File: config.mk
export PLATFORM = sky130hd
export DESIGN_NAME = smsr_ram
export DESIGN_NICKNAME = d
export VERILOG_FILES = /design/src/hw/rtl/smsr_ram.sv
export SDC_FILE = /design/constraint.sdc
export NUM_CORES = 1
export LEC_CHECK = 0
export ABC_CLOCK_PERIOD_IN_PS = 2500
export CAP_MARGIN = 0
export CORE_MARGIN = 2
export CORE_UTILIZATION = 35
export CTS_CLUSTER_DIAMETER = 60
export CTS_CLUSTER_SIZE = 40
export DETAILED_ROUTE_END_ITERATION = 8
export DONT_BUFFER_PORTS = 1
export PLACE_DENSITY_LB_ADDON = 0.1
export SETUP_SLACK_MARGIN = 0.2
export SLEW_MARGIN = 20
export SYNTH_ARGS = -nofsm -noshare
export SYNTH_HDL_FRONTEND = slang
export SYNTH_SLANG_ARGS = --single-unit
export TNS_END_PERCENT = 20
File: constraint.sdc
create_clock -name i_clk -period 2.5 [get_ports i_clk]
set_clock_uncertainty 0.15 [all_clocks]
set_input_delay 0.25 -clock i_clk [delete_from_list [all_inputs] [get_ports i_clk]]
set_output_delay 0.25 -clock i_clk [all_outputs]
set_load 0.05 [all_outputs]
File: src/hw/rtl/smsr_ram.sv
// generic ram, one write port and two registered read ports
module smsr_ram #(
    parameter int DATA_W = 8,
    parameter int DEPTH  = 64,
    parameter int ADDR_W = $clog2(DEPTH)
) (
    input  logic              i_clk,
    input  logic              i_we,
    input  logic [ADDR_W-1:0] i_waddr,
    input  logic [DATA_W-1:0] i_wdata,
    input  logic [ADDR_W-1:0] i_raddr_a,
    input  logic [ADDR_W-1:0] i_raddr_b,
    output logic [DATA_W-1:0] o_rdata_a,
    output logic [DATA_W-1:0] o_rdata_b
);

    logic [DATA_W-1:0] r_mem [DEPTH];

    // write port
    always_ff @(posedge i_clk) begin
        if (i_we) begin
            r_mem[i_waddr] <= i_wdata;
        end
    end

    // read ports, registered
    always_ff @(posedge i_clk) begin
        o_rdata_a <= r_mem[i_raddr_a];
        o_rdata_b <= r_mem[i_raddr_b];
    end

endmodule

# Yosys cells after proc, flatten, opt, wreduce, memory -nomap -nowiden
# Memory sizes are Yosys's and may differ from the RTL's. A register that Yosys moved wholly into a read port is not among the register bits.
# Index checks and enable logic that the tools add are counted.
# classes
n_mux,2
# op_table
cell,n
$mux 1,2
# totals
regBits,0
ramBits,512
input_bits,28
output_inout_bits,16
elab_cells,3
mem_count,1
# memory_table
memory,words,word_bits,read_ports,rd_clocked_by_memory_dff,write_ports,line_no,source
r_mem,64,8,2,2,1,17,logic [DATA_W-1:0] r_mem [DEPTH];

# Logic depth before layout (Yosys ltp)
# depth
ltp_word,2
mapped_depth,9

# Worst setup path before layout
# No wires, ideal clock.
# synth_path
kind,input-to-reg
start,input i_raddr_b[0]
end,register o_rdata_b[4] (read register of r_mem)
setup_time_ps,113
arrival_ps,1947
required_time_ps,2237
setup_slack_ps,290
cell_stages,8
path_buffers,3
cell_sequence,buf_2 buf_2 buf_4 mux4_2 a221oi_1 o21ai_0 nand3_1 nand2_1
# synth_rtl
item,line_no,source
from (decl),12,"input logic [ADDR_W-1:0] i_raddr_b,"
to (decl),14,output logic [DATA_W-1:0] o_rdata_b

==> metrics.md <==
| Metric | Value |
|---|---|
| Status | `finished, final reports clean` |
| Num ports | `44` |
| Ys flop type | `edfxtp_1` |
| Total track usage | `0.211` |
| Maximum VDD drop | `0.513 mV` |
| Starting Density | `0.354` |
| DR vias | `13000` |
| Longest Clk Path Bufs | `3` |
| Cell Rows | `96` |
| Slew @ Worst Pin | `0.788 ns` |
| Seq/Total Area, Yosys | `0.647` |
| Core ar. | `68600 µm²` |
| Largest net degree at the start of global routing | `127` |
| Fin crit share | `0.903` |
| Global-route wire length before repair | `104 mm` |
| Fin. max-slew vios | `0` |
| Setup violations, final | `0` |
| Largest cells by area after synthesis | `edfxtp_1, mux4_2, mux2i_1` |
| Hold Crit Class | `input port to register` |
| Drt first pass iters | `7` |
| Mapped Cells | `1211` |
| Port Buf Inserts | `0` |
| Yosys Warn Count | `0` |
| Yosys top cell area share | `0.633` |
| Layout area overhead | `14.4%` |
| Worst R2R End | `o_rdata_a[0]` |
| # nets final | `1318` |
| Most frequent cells in the layout | `edfxtp_1, mux4_2, buf_4` |
| Max FO, Critical Path | `2` |
| Slew HR | `0.473` |
| Worst Setup SP | `r_mem[51][0]` |
| TNS Setup | `0 ns` |
| P_leak | `8.71 nW` |
| Initial antenna violation count | `2` |
| Chip height | `267 µm` |
| Area taken by flip-flops and latches | `15700 µm²` |
| Syn_area_per_cell | `20.0 µm²` |
| Largest area contributor in the netlist | `edfxtp_1` |
| Detailed Route Iter0 Violations | `1357` |
| Share of post-route cells with drive strength above 1 | `0.342` |
| Routability Congestion | `0.839` |
| Critical path class | `register to register` |
| Startpoint types | `register` |
| CTS tree | `done` |
| Clock Latency Late Sink | `0.60 ns` |
| PwrDens | `681 nW/µm²` |
| Syn Std Cell Area | `24300 µm²` |
| H-tree levels | `2` |
| DIE AREA | `71500 µm²` |
| Cells on worst reg2reg path | `5` |
| Clock slew at reported path FFs | `0.08 ns` |
| Commonest non-fill, non-tap cell in the layout | `edfxtp_1` |
| Reg-to-reg startpoint | `r_mem[51][0]` |
| Multi-input logic area | `8100 µm²` |
| WHS Path Cells | `3` |
| Minimum clock period | `2.26 ns` |
| Fillers | `6096` |
| Vias per cell | `5.75` |
| Worst Path Required | `2.83 ns` |
| Num CTS Buffers | `46` |
| R2R setup slack | `0.24 ns` |
| Fmax | `443 MHz` |
| Die W | `267 µm` |
| Root Buffer | `clkbuf_16` |
| RSZ-0062 raised after global routing | `no` |
| Netlist cell types | `38` |
| Wire per inst | `32.8 µm` |
| CP endpoint | `o_rdata_a[0]` |
| DRC violations left | `0` |
| DRT antenna net count | `0` |
| FF+latch count, synth | `528` |
| Syn nets | `1239` |
| Number of synthesized flops with an enable pin | `512` |
| Clock Sinks | `528` |
| DP Wirelength | `42.8 mm` |
| GRT Residual Overflow | `0` |
| Fraction of registers with async set/reset | `0` |
| Crit end category | `register` |
| Fin. Hold Viols | `0` |
| Worst Path Arrival | `2.59 ns` |
| Vias in the first global route | `13400` |
| Routed wire length | `74.3 mm` |
| Number of max-cap violations | `0` |
| Final hold slack | `0.0156 ns` |
## kinds of logic after synthesis
kind of cell / Yosys count / synth area share
AO/OA/AOI/OAI: 100 / 0.0281
buffers and inverters: 96 / 0.0198
flip-flops: 528 / 0.647
multiplexers: 338 / 0.279
AND/OR/NAND/NOR: 149 / 0.0269
## cell type report
class                      count  area share
clock buffer                  52      0.0446
sequential                   528       0.565
clock inverter                33      0.0132
inverter                       3    0.000405
tap                          931      0.0419
antenna                        5    0.000451
multi-input combinational    587       0.292
timing repair buffer         124      0.0425
## per-stage QoR
stage / setup slack [ns] / cell area, µm² / cells / power, mW / utilization
detailed placement: 0.293 / 25600 / 2137 / 11.2 / 0.374
CTS: 0.278 / 27700 / 2255 / 19.1 / 0.404
global route: 0.206 / 27800 / 2258 / 19.5 / 0.405
finish: 0.242 / 27800 / 2263 / 18.9 / 0.405
global placement: 0.307 / 25600 / 2137 / 11.2 / 0.374
floorplan: 0.290 / 24300 / 1211 / 11.1 / -
## critical path: stages, from the launching register on
cell and delay (ns):
edfxtp_1 0.38, mux4_2 0.53, mux4_2 0.52, o21ai_1 0.27
buf_4 0.20, o22ai_1 0.08
## metal layers
metal | part of all wire | vias up | GRT usage
met5 | 0.00096 | - | 0.00762
li1 | - | 5389 | -
met4 | 0.029 | 2 | 0.0671
met2 | 0.48 | 427 | 0.339
met1 | 0.43 | 7103 | 0.291
met3 | 0.064 | 97 | 0.0394
## where the power goes
group,internal (mW),total [mW],switching [mW],leakage (nW)
logic,0.647,1.30,0.649,3.19
registers,9.78,9.96,0.179,4.74
clock network,3.96,7.65,3.68,0.780
## flip-flops by register name, summed over array words and instances, names as in the netlist
signal / cells
o_rdata_b: 8
o_rdata_a: 8
r_mem: 512
## synthesized netlist by cell type (2+ instances only)
cell and count:
edfxtp_1 512, mux4_2 270, nor2_1 75, mux2i_1 66
clkbuf_1 34, buf_2 31, nand2_1 28, nand3_1 20
o22ai_1 20, o21ai_0 17, dfxtp_1 16, a22oi_1 14
buf_4 12, buf_1 11, a21oi_1 10, nor2b_1 8
a221oi_1 7, o21ai_1 7, nand2b_1 6, a221o_1 5
buf_6 5, o221ai_1 5, o31a_1 5, and2_1 3
nand4_1 3, o211ai_1 3, a2111oi_0 2, a211oi_1 2
inv_1 2, mux2_2 2, nand3b_1 2, nor3_1 2
## repair_timing
item                       CTS  global route
gates resized for setup      0             1
setup endpoints to repair    0             1
hold buffers                33             3
buffers inserted             0             0
hold endpoints to repair   595             8
## how the worst min path moves through the flow
stage | startpoint | end | slack, ns
floorplan | i_wdata[0] | r_mem[0][0] | 0.20
global placement | i_wdata[1] | r_mem[56][1] | 0.20
detailed placement | i_wdata[6] | r_mem[47][6] | 0.21
CTS | i_raddr_a[3] | o_rdata_a[6] | -0.38
global route | i_raddr_a[2] | o_rdata_a[4] | 0.02
finish | i_raddr_a[4] | o_rdata_a[7] | 0.02
(Power assumes the default switching activity.)
