File: src/hw/rtl/smsr_pkg.sv
// shared types, constants and helpers for the stable merge sort block
package smsr_pkg;

    localparam int MAX_RECORDS = 64;
    localparam int KEY_BITS    = 64;
    localparam int KEY_PORT_W  = 64;
    localparam int TAG_W       = 6;
    localparam int ADDR_W      = $clog2(MAX_RECORDS);
    localparam int CNT_W       = $clog2(MAX_RECORDS + 1);
    localparam int SUM_W       = CNT_W + 2;
    localparam int APB_ADDR_W  = 3;

    // register index codes
    localparam logic REG_COMPARE_MODE = 1'b0;

    // compare mode codes
    localparam logic MODE_SIGNED   = 1'b0;
    localparam logic MODE_UNSIGNED = 1'b1;

    typedef logic [ADDR_W-1:0] t_addr;
    typedef logic [CNT_W-1:0]  t_cnt;

    typedef struct packed {
        logic [TAG_W-1:0]    tag;
        logic [KEY_BITS-1:0] key;
    } t_rec;

    // write request from the merge engine
    typedef struct packed {
        logic  en;
        logic  bank;
        t_addr addr;
        t_rec  data;
    } t_merge_wr;

    // read request from the merge engine
    typedef struct packed {
        logic  bank;
        t_addr a;
        t_addr b;
    } t_merge_rd;

    // status from the merge engine
    typedef struct packed {
        logic done;
        logic bank;
    } t_merge_stat;

    typedef enum logic [1:0] {
        S_LOAD,
        S_SORT,
        S_EMIT_RD,
        S_EMIT_WR
    } t_top_state;

    typedef enum logic [1:0] {
        M_IDLE,
        M_SETUP,
        M_READ,
        M_PICK
    } t_merge_state;

    // unsigned-comparable image of a key
    function automatic logic [KEY_BITS-1:0] smsr_order_img(
        input logic [KEY_BITS-1:0] k,
        input logic                mode
    );
        logic [KEY_BITS-1:0] sign_flip;
        sign_flip = {1'b1, {(KEY_BITS-1){1'b0}}};
        return (mode == MODE_UNSIGNED) ? k : (k ^ sign_flip);
    endfunction

endpackage

File: src/hw/rtl/smsr_merge.sv
// bottom-up stable merge sequencer, ping-pong between two banks
module smsr_merge (
    input  logic                 i_clk,
    input  logic                 i_rst_n,
    input  logic                 i_start,
    input  smsr_pkg::t_cnt       i_count,
    input  logic                 i_mode,
    input  smsr_pkg::t_rec       i_rdata_a,
    input  smsr_pkg::t_rec       i_rdata_b,
    output smsr_pkg::t_merge_rd  o_rd,
    output smsr_pkg::t_merge_wr  o_wr,
    output smsr_pkg::t_merge_stat o_stat
);
    import smsr_pkg::*;

    t_merge_state r_state, n_state;
    t_cnt         r_n, n_n;
    logic [CNT_W:0] r_width, n_width;
    t_cnt         r_lo, n_lo;
    t_cnt         r_mid, n_mid;
    t_cnt         r_hi, n_hi;
    t_cnt         r_a, n_a;
    t_cnt         r_b, n_b;
    t_cnt         r_w, n_w;
    logic         r_bank, n_bank;

    logic [SUM_W-1:0] sum_mid;
    logic [SUM_W-1:0] sum_hi;
    logic [SUM_W-1:0] sum_lo;
    logic [SUM_W-1:0] n_ext;
    t_cnt         w_inc;
    logic         a_live;
    logic         b_live;
    logic         take_a;

    // run bounds and the pick decision
    always_comb begin
        n_ext   = SUM_W'(r_n);
        sum_mid = SUM_W'(r_lo) + SUM_W'(r_width);
        sum_hi  = SUM_W'(r_lo) + SUM_W'({r_width, 1'b0});
        sum_lo  = SUM_W'(r_lo) + SUM_W'({r_width, 1'b0});
        w_inc   = r_w + 1'b1;
        a_live  = (r_a < r_mid);
        b_live  = (r_b < r_hi);
        take_a  = a_live && (!b_live ||
                  (smsr_order_img(i_rdata_a.key, i_mode) <=
                   smsr_order_img(i_rdata_b.key, i_mode)));
    end

    // read addresses follow the run heads
    always_comb begin
        o_rd.bank = r_bank;
        o_rd.a    = r_a[ADDR_W-1:0];
        o_rd.b    = r_b[ADDR_W-1:0];
    end

    // next state and outputs
    always_comb begin
        n_state     = r_state;
        n_n         = r_n;
        n_width     = r_width;
        n_lo        = r_lo;
        n_mid       = r_mid;
        n_hi        = r_hi;
        n_a         = r_a;
        n_b         = r_b;
        n_w         = r_w;
        n_bank      = r_bank;
        o_wr.en     = 1'b0;
        o_wr.bank   = ~r_bank;
        o_wr.addr   = r_w[ADDR_W-1:0];
        o_wr.data   = take_a ? i_rdata_a : i_rdata_b;
        o_stat.done = 1'b0;
        o_stat.bank = r_bank;
        unique case (r_state)
            M_IDLE: begin
                if (i_start) begin
                    n_n     = i_count;
                    n_width = (CNT_W+1)'(1);
                    n_lo    = '0;
                    n_bank  = 1'b0;
                    n_state = M_SETUP;
                end
            end
            M_SETUP: begin
                if (SUM_W'(r_width) >= n_ext) begin
                    // whole set is one run
                    o_stat.done = 1'b1;
                    n_state     = M_IDLE;
                end else begin
                    n_mid   = (sum_mid > n_ext) ? r_n : sum_mid[CNT_W-1:0];
                    n_hi    = (sum_hi > n_ext) ? r_n : sum_hi[CNT_W-1:0];
                    n_a     = r_lo;
                    n_b     = (sum_mid > n_ext) ? r_n : sum_mid[CNT_W-1:0];
                    n_w     = r_lo;
                    n_state = M_READ;
                end
            end
            M_READ: begin
                n_state = M_PICK;
            end
            M_PICK: begin
                o_wr.en = 1'b1;
                if (take_a) begin
                    n_a = r_a + 1'b1;
                end else begin
                    n_b = r_b + 1'b1;
                end
                n_w = w_inc;
                if (w_inc == r_hi) begin
                    if (sum_lo >= n_ext) begin
                        // pass finished, swap banks
                        n_lo    = '0;
                        n_width = {r_width[CNT_W-1:0], 1'b0};
                        n_bank  = ~r_bank;
                    end else begin
                        n_lo = sum_lo[CNT_W-1:0];
                    end
                    n_state = M_SETUP;
                end else begin
                    n_state = M_READ;
                end
            end
            default: begin
                n_state = M_IDLE;
            end
        endcase
    end

    // control registers
    always_ff @(posedge i_clk) begin
        if (!i_rst_n) begin
            r_state <= M_IDLE;
            r_bank  <= 1'b0;
        end else begin
            r_state <= n_state;
            r_bank  <= n_bank;
        end
    end

    // run pointers
    always_ff @(posedge i_clk) begin
        r_n     <= n_n;
        r_width <= n_width;
        r_lo    <= n_lo;
        r_mid   <= n_mid;
        r_hi    <= n_hi;
        r_a     <= n_a;
        r_b     <= n_b;
        r_w     <= n_w;
    end

endmodule

File: config.mk
export PLATFORM = sky130hd
export DESIGN_NAME = smsr_merge
export DESIGN_NICKNAME = d
export VERILOG_FILES = /design/src/hw/rtl/smsr_pkg.sv /design/src/hw/rtl/smsr_merge.sv
export SDC_FILE = /design/constraint.sdc
export NUM_CORES = 1
export LEC_CHECK = 0
export BUFFER_PORTS_ARGS = -buffer_cell sky130_fd_sc_hd__buf_2
export CAP_MARGIN = 20
export CORE_UTILIZATION = 40
export CTS_CLUSTER_DIAMETER = 30
export DETAILED_ROUTE_END_ITERATION = 8
export PLACE_DENSITY = 0.66
export SETUP_SLACK_MARGIN = 0.05
export SYNTH_ARGS = -nofsm -noshare
export SYNTH_HDL_FRONTEND = slang
export SYNTH_SLANG_ARGS = --single-unit
File: constraint.sdc
create_clock -name i_clk -period 4.53 [get_ports i_clk]
set_input_delay 0.453 -clock i_clk [delete_from_list [all_inputs] [get_ports i_clk]]
set_output_delay 0.453 -clock i_clk [all_outputs]
set_load 0.005 [all_outputs]
### After elaboration in Yosys (flattened, before gate mapping)

Index checks and enable logic that the tools add are counted.

| storage, ports and cells | value |
|---|---|
| register bits after elaboration | 60 |
| input port bits | 151 |
| output and inout port bits | 93 |
| word-level logic and storage cells | 80 |

| operators by class | value |
|---|---|
| $add $sub $neg | 5 |
| order comparisons | 7 |
| equal/unequal tests | 10 |
| multiplexer cells | 31 |
| bitwise operators | 4 |
| reduce and logical (&&, ||, !) cells | 13 |

Operators with widths:

| kind | count |
|---|---|
| $mux 64 | 2 |
| $mux 70 | 1 |
| $le 64x64->1 | 1 |
| $mux 7 | 9 |
| $pmux 7 s2 | 4 |
| $mux 8 | 3 |
| $add 7x1->7 const B | 3 |
| $gt 9x7->1 | 2 |
| $pmux 8 s2 | 1 |
| $lt 7x7->1 | 2 |
| $ne 2x2->1 const B | 6 |
| $add 7x8->9 | 1 |
| $add 7x9->9 | 1 |
| $ge 9x7->1 | 1 |
| $reduce_and 3->1 | 3 |
| $ge 8x7->1 | 1 |
| $pmux 2 s4 | 1 |
| $eq 7x7->1 | 1 |
| $mux 1 | 6 |
| $mux 2 | 3 |
| $reduce_and 2->1 | 3 |
| $eq 2x2->1 const B | 2 |
| $not 1->1 | 4 |
| $reduce_and 4->1 | 1 |
| other kinds (7) | 8 |

### Logic depth before layout (Yosys ltp)

| depth | value |
|---|---|
| word-level depth | 7 |
| gate-level depth with buffers | 13 |
| depth with buffers taken out | 13 |

### Worst setup path before layout

Ideal clock, no wire load.

| timing | value |
|---|---|
| path type | flip-flop to flip-flop |
| from | register r_lo[0] |
| to | register r_b[1], data pin |
| library setup time | 0.260 ns |
| arrival | 3.314 ns |
| path slack | 0.956 ns |
| cell stages (with the launch flop) | 14 |
| path buffers | 0 |
| clock period less this slack | 3.574 ns |
| cells stage by stage | edfxtp_1 -> ha_1 -> fa_1 -> a21o_1 -> a21oi_1 -> o21bai_1 -> a21oi_1 -> xnor2_1 -> ha_1 -> nand3_1 -> o22ai_1 -> o211ai_1 -> mux2_2 -> mux2_2 |

| on the way | value |
|---|---|
| cells in the longest elaborated chain, start to end | 5 |

Ends and longest elaborated chain:

| what | RTL line | text |
|---|---|---|
| from (decl) | smsr_merge.sv:19 | `t_cnt r_lo, n_lo;` |
| from (signal assigned) | smsr_merge.sv:145 | `r_lo <= n_lo;` |
| $add 7x8->9 (*) | smsr_merge.sv:39 | `sum_mid = SUM_W'(r_lo) + SUM_W'(r_width);` |
| $gt 9x7->1 | smsr_merge.sv:94 | `n_b = (sum_mid > n_ext) ? r_n : sum_mid[CNT_W-1:0];` |
| $mux 7 (*) | smsr_merge.sv:94 |  |
| $mux 7 (*) | smsr_merge.sv:86 | `if (SUM_W'(r_width) >= n_ext) begin` |
| $pmux 7 s2 (*) | smsr_merge.sv:75 | `unique case (r_state)` |
| net n_b[1] | smsr_merge.sv:23 | `t_cnt r_b, n_b;` |
| to (signal assigned) | smsr_merge.sv:149 | `r_b <= n_b;` |
| to (decl) | smsr_merge.sv:23 |  |

The timed path passes the listed nets; every way through them passes the cells marked *. The select of a mux whose other input is x is not followed.
A chain may end at the register's enable or synchronous reset.

==> results.sh <==
export IMPL_start_util_pct=41.5
export IMPL_cp_arrival_ns=3.55
export IMPL_post_route_period_util_pct=88.3
export IMPL_path_class="primary input to primary output"
export IMPL_rsz0062_at_grt="no"
export IMPL_fin_crit_ns=4.00
export IMPL_dieArea_um2=17200
export IMPL_wl_per_cell_um=16.1
export IMPL_dr_pass1_iters=6
export IMPL_routed_via_count=5857
export IMPL_clock_latency_ns=0.33
export IMPL_grt_pass1_wl_um=27000
export IMPL_synth_largest_area_cell="edfxtp_1"
export IMPL_netlist_area_um2=6660
export IMPL_ant_nets=0
export IMPL_root_buffer="clkbuf_16"
export IMPL_totalWireLength_um=18400
export IMPL_ys_seq_area_share_pct=26.6
export IMPL_fin_setup_tns_ns=0
export IMPL_power_leakage_uw=0.00424
export IMPL_endpoint_kind="primary output"
export IMPL_crit_fanout=26
export IMPL_chipHeight_um=131
export IMPL_clock_skew_ns=0.00815
export IMPL_postCtsSetupRepairBufs=0
export IMPL_grt_use_total_pct=20.8
export IMPL_drc=0
export IMPL_hold_violations=0
export IMPL_stdcell_area_um2=8310
export IMPL_cts_buffer_depth=2
export IMPL_cp_required_ns=4.08
export IMPL_cp_start_kind="primary input"
export IMPL_gr_total_overflow=0
export IMPL_place_area_um2=7990
export IMPL_cts_sinks=60
export IMPL_post_cts_resized=0
export IMPL_fp_dieW_um=131
export IMPL_viasPerCell=5.11
export IMPL_finish_utilization_pct=51.8
export IMPL_relSlewSlack_pct=34.9
export IMPL_cts_reportedPaths_clkPinSlew_ns=0.05
export IMPL_synth_enable_flop_cells=57
export IMPL_final_nets=1190
export IMPL_io_buffers=243
export IMPL_antenna_cells=0
export IMPL_grt_max_degree=33
export IMPL_synth_seq_cells=60
export IMPL_synth_top_cell_area_share_pct=25.7
export IMPL_whs_ns=0.300
export IMPL_synth_flop_cell="edfxtp_1"
export IMPL_status="completed"
export IMPL_coreArea_um2=16100
export IMPL_ys_warn_count=0
export IMPL_syn_num_nets=964
export IMPL_peakVddDrop_v=0.000219
export IMPL_p_per_area_nw_per_um2=272
export IMPL_synthTopCellsByArea="edfxtp_1 (26%), ha_1 (21%), mux2_2 (13%), inv_1 (5.4%), a21oi_1 (3.5%)"
export IMPL_num_rows=46
export IMPL_tritoncts="yes"
export IMPL_slew_violations=0
export IMPL_num_io_pins=244
export IMPL_dp_hpwl_um=15600
export IMPL_drt_initial_drc_count=320
export IMPL_hold_buffers=0
export IMPL_antenna_found_initial=0
export IMPL_nFillCells=1511
export IMPL_hold_path_class="primary input to flop"
export IMPL_ys_types=54
export IMPL_setup_viol_count_final=0
export IMPL_final_common_cell="buf_2"
export IMPL_cts_max_level=3
export IMPL_synth_cells=699
export IMPL_syn2layout_area_growth_pct=24.8
export IMPL_layout_drive_gt1_share_pct=38.6
export IMPL_drv_cap=0
export IMPL_syn_area_per_cell_um2=9.53
export IMPL_numCtsBuffers=9
export IMPL_final_cell_mix="buf_2 (243), ha_1 (112), inv_1 (96)"
export IMPL_first_global_vias=5424
export IMPL_async_flop_share_pct=0
export IMPL_gp_congestion=0.902
export IMPL_max_slew_worst_pin_slew_ns=0.967
export IMPL_fmax_mhz=250
cell type report:
| type | instances | area [um2] | share of cell area, % |
|---|---|---|---|
| Multi-Input combinational cell | 506 | 4290 | 51.6 |
| Sequential cell | 60 | 1770 | 21.3 |
| Timing Repair Buffer | 252 | 1300 | 15.6 |
| Inverter | 96 | 360 | 4.34 |
| Tap cell | 216 | 270 | 3.25 |
| Clock buffer | 9 | 225 | 2.71 |
| Clock inverter | 7 | 98.8 | 1.19 |
sequential cells by signal (all words and copies together) (netlist names):
signal / flops
r_width: 8
r_a: 7
r_b: 7
r_hi: 7
r_lo: 7
r_mid: 7
r_n: 7
r_w: 7
r_state: 2
r_bank: 1
critical path, cell delays in order:
cell and delay, ns:
buf_2 0.09, inv_1 0.04, ha_1 0.29, nand4_1 0.18, nor4_2 0.31, or4b_1 0.52, o31ai_1 0.41, o21a_4 0.43
buf_4 0.30, mux2_2 0.37, buf_2 0.13
path summary, 6_finish.rpt:
kind	start	to	slack, ns	cells past startpoint
setup / recovery	i_rdata_b[25]	o_wr[25]	0.53	11
hold / removal	i_count[6]	r_n[6]	0.30	1
setup reg to reg	r_width[0]	r_b[6]	0.61	14
hold reg to reg	r_bank	r_bank	0.49	2
cells in the mapped netlist (all sizes together), types with 3 or more instances:
library cell / instances
and2: 3
mux2: 85
xor2: 13
o211ai: 4
o21a: 3
and3: 18
ha: 112
xnor2: 19
a21oi: 47
nand4: 10
a221oi: 4
a211oi: 6
a21o: 18
nand2: 48
clkbuf: 8
edfxtp: 57
nor4: 3
o21bai: 4
nor2: 22
dfxtp: 3
o21ai: 27
o2111ai: 3
buf: 29
nand2b: 6
nand3: 18
a211o: 3
inv: 96
and4: 4
through the flow:
stage | setup slack, ns | power (uW) | cells
after CTS | 0.560 | 2270 | 1146
final | 0.532 | 2260 | 1146
after global routing | 0.357 | 2400 | 1146
after detailed placement | 0.566 | 1530 | 1130
after global placement | 0.601 | 1510 | 1130
after floorplan | 0.956 | 1230 | 699
power breakdown:
part	internal (uW)	switching (uW)	total, uW
logic	419	403	822
clock network	484	257	741
registers	660	37.5	697
cells by family (layout without fill, tap and decap cells):
group	after synthesis	after routing	share of synthesized area [%]
flops	60	60	26.6
buf+inv	133	364	9.11
fa+ha+maj	114	114	21.6
xor+xnor	32	32	4.21
compound gates	135	135	12.9
mux	86	86	15.0
simple gates	139	139	10.5
layer usage:
layer / track usage [%] / vias up / share of wire [%]
met4: 5.41 / 0 / 1.6
met3: 4.19 / 23 / 6.0
met2: 34.3 / 191 / 47
met1: 27.7 / 2685 / 45
li1: - / 2958 / -
met5: 0 / - / 0
(Power assumes the default switching activity.)
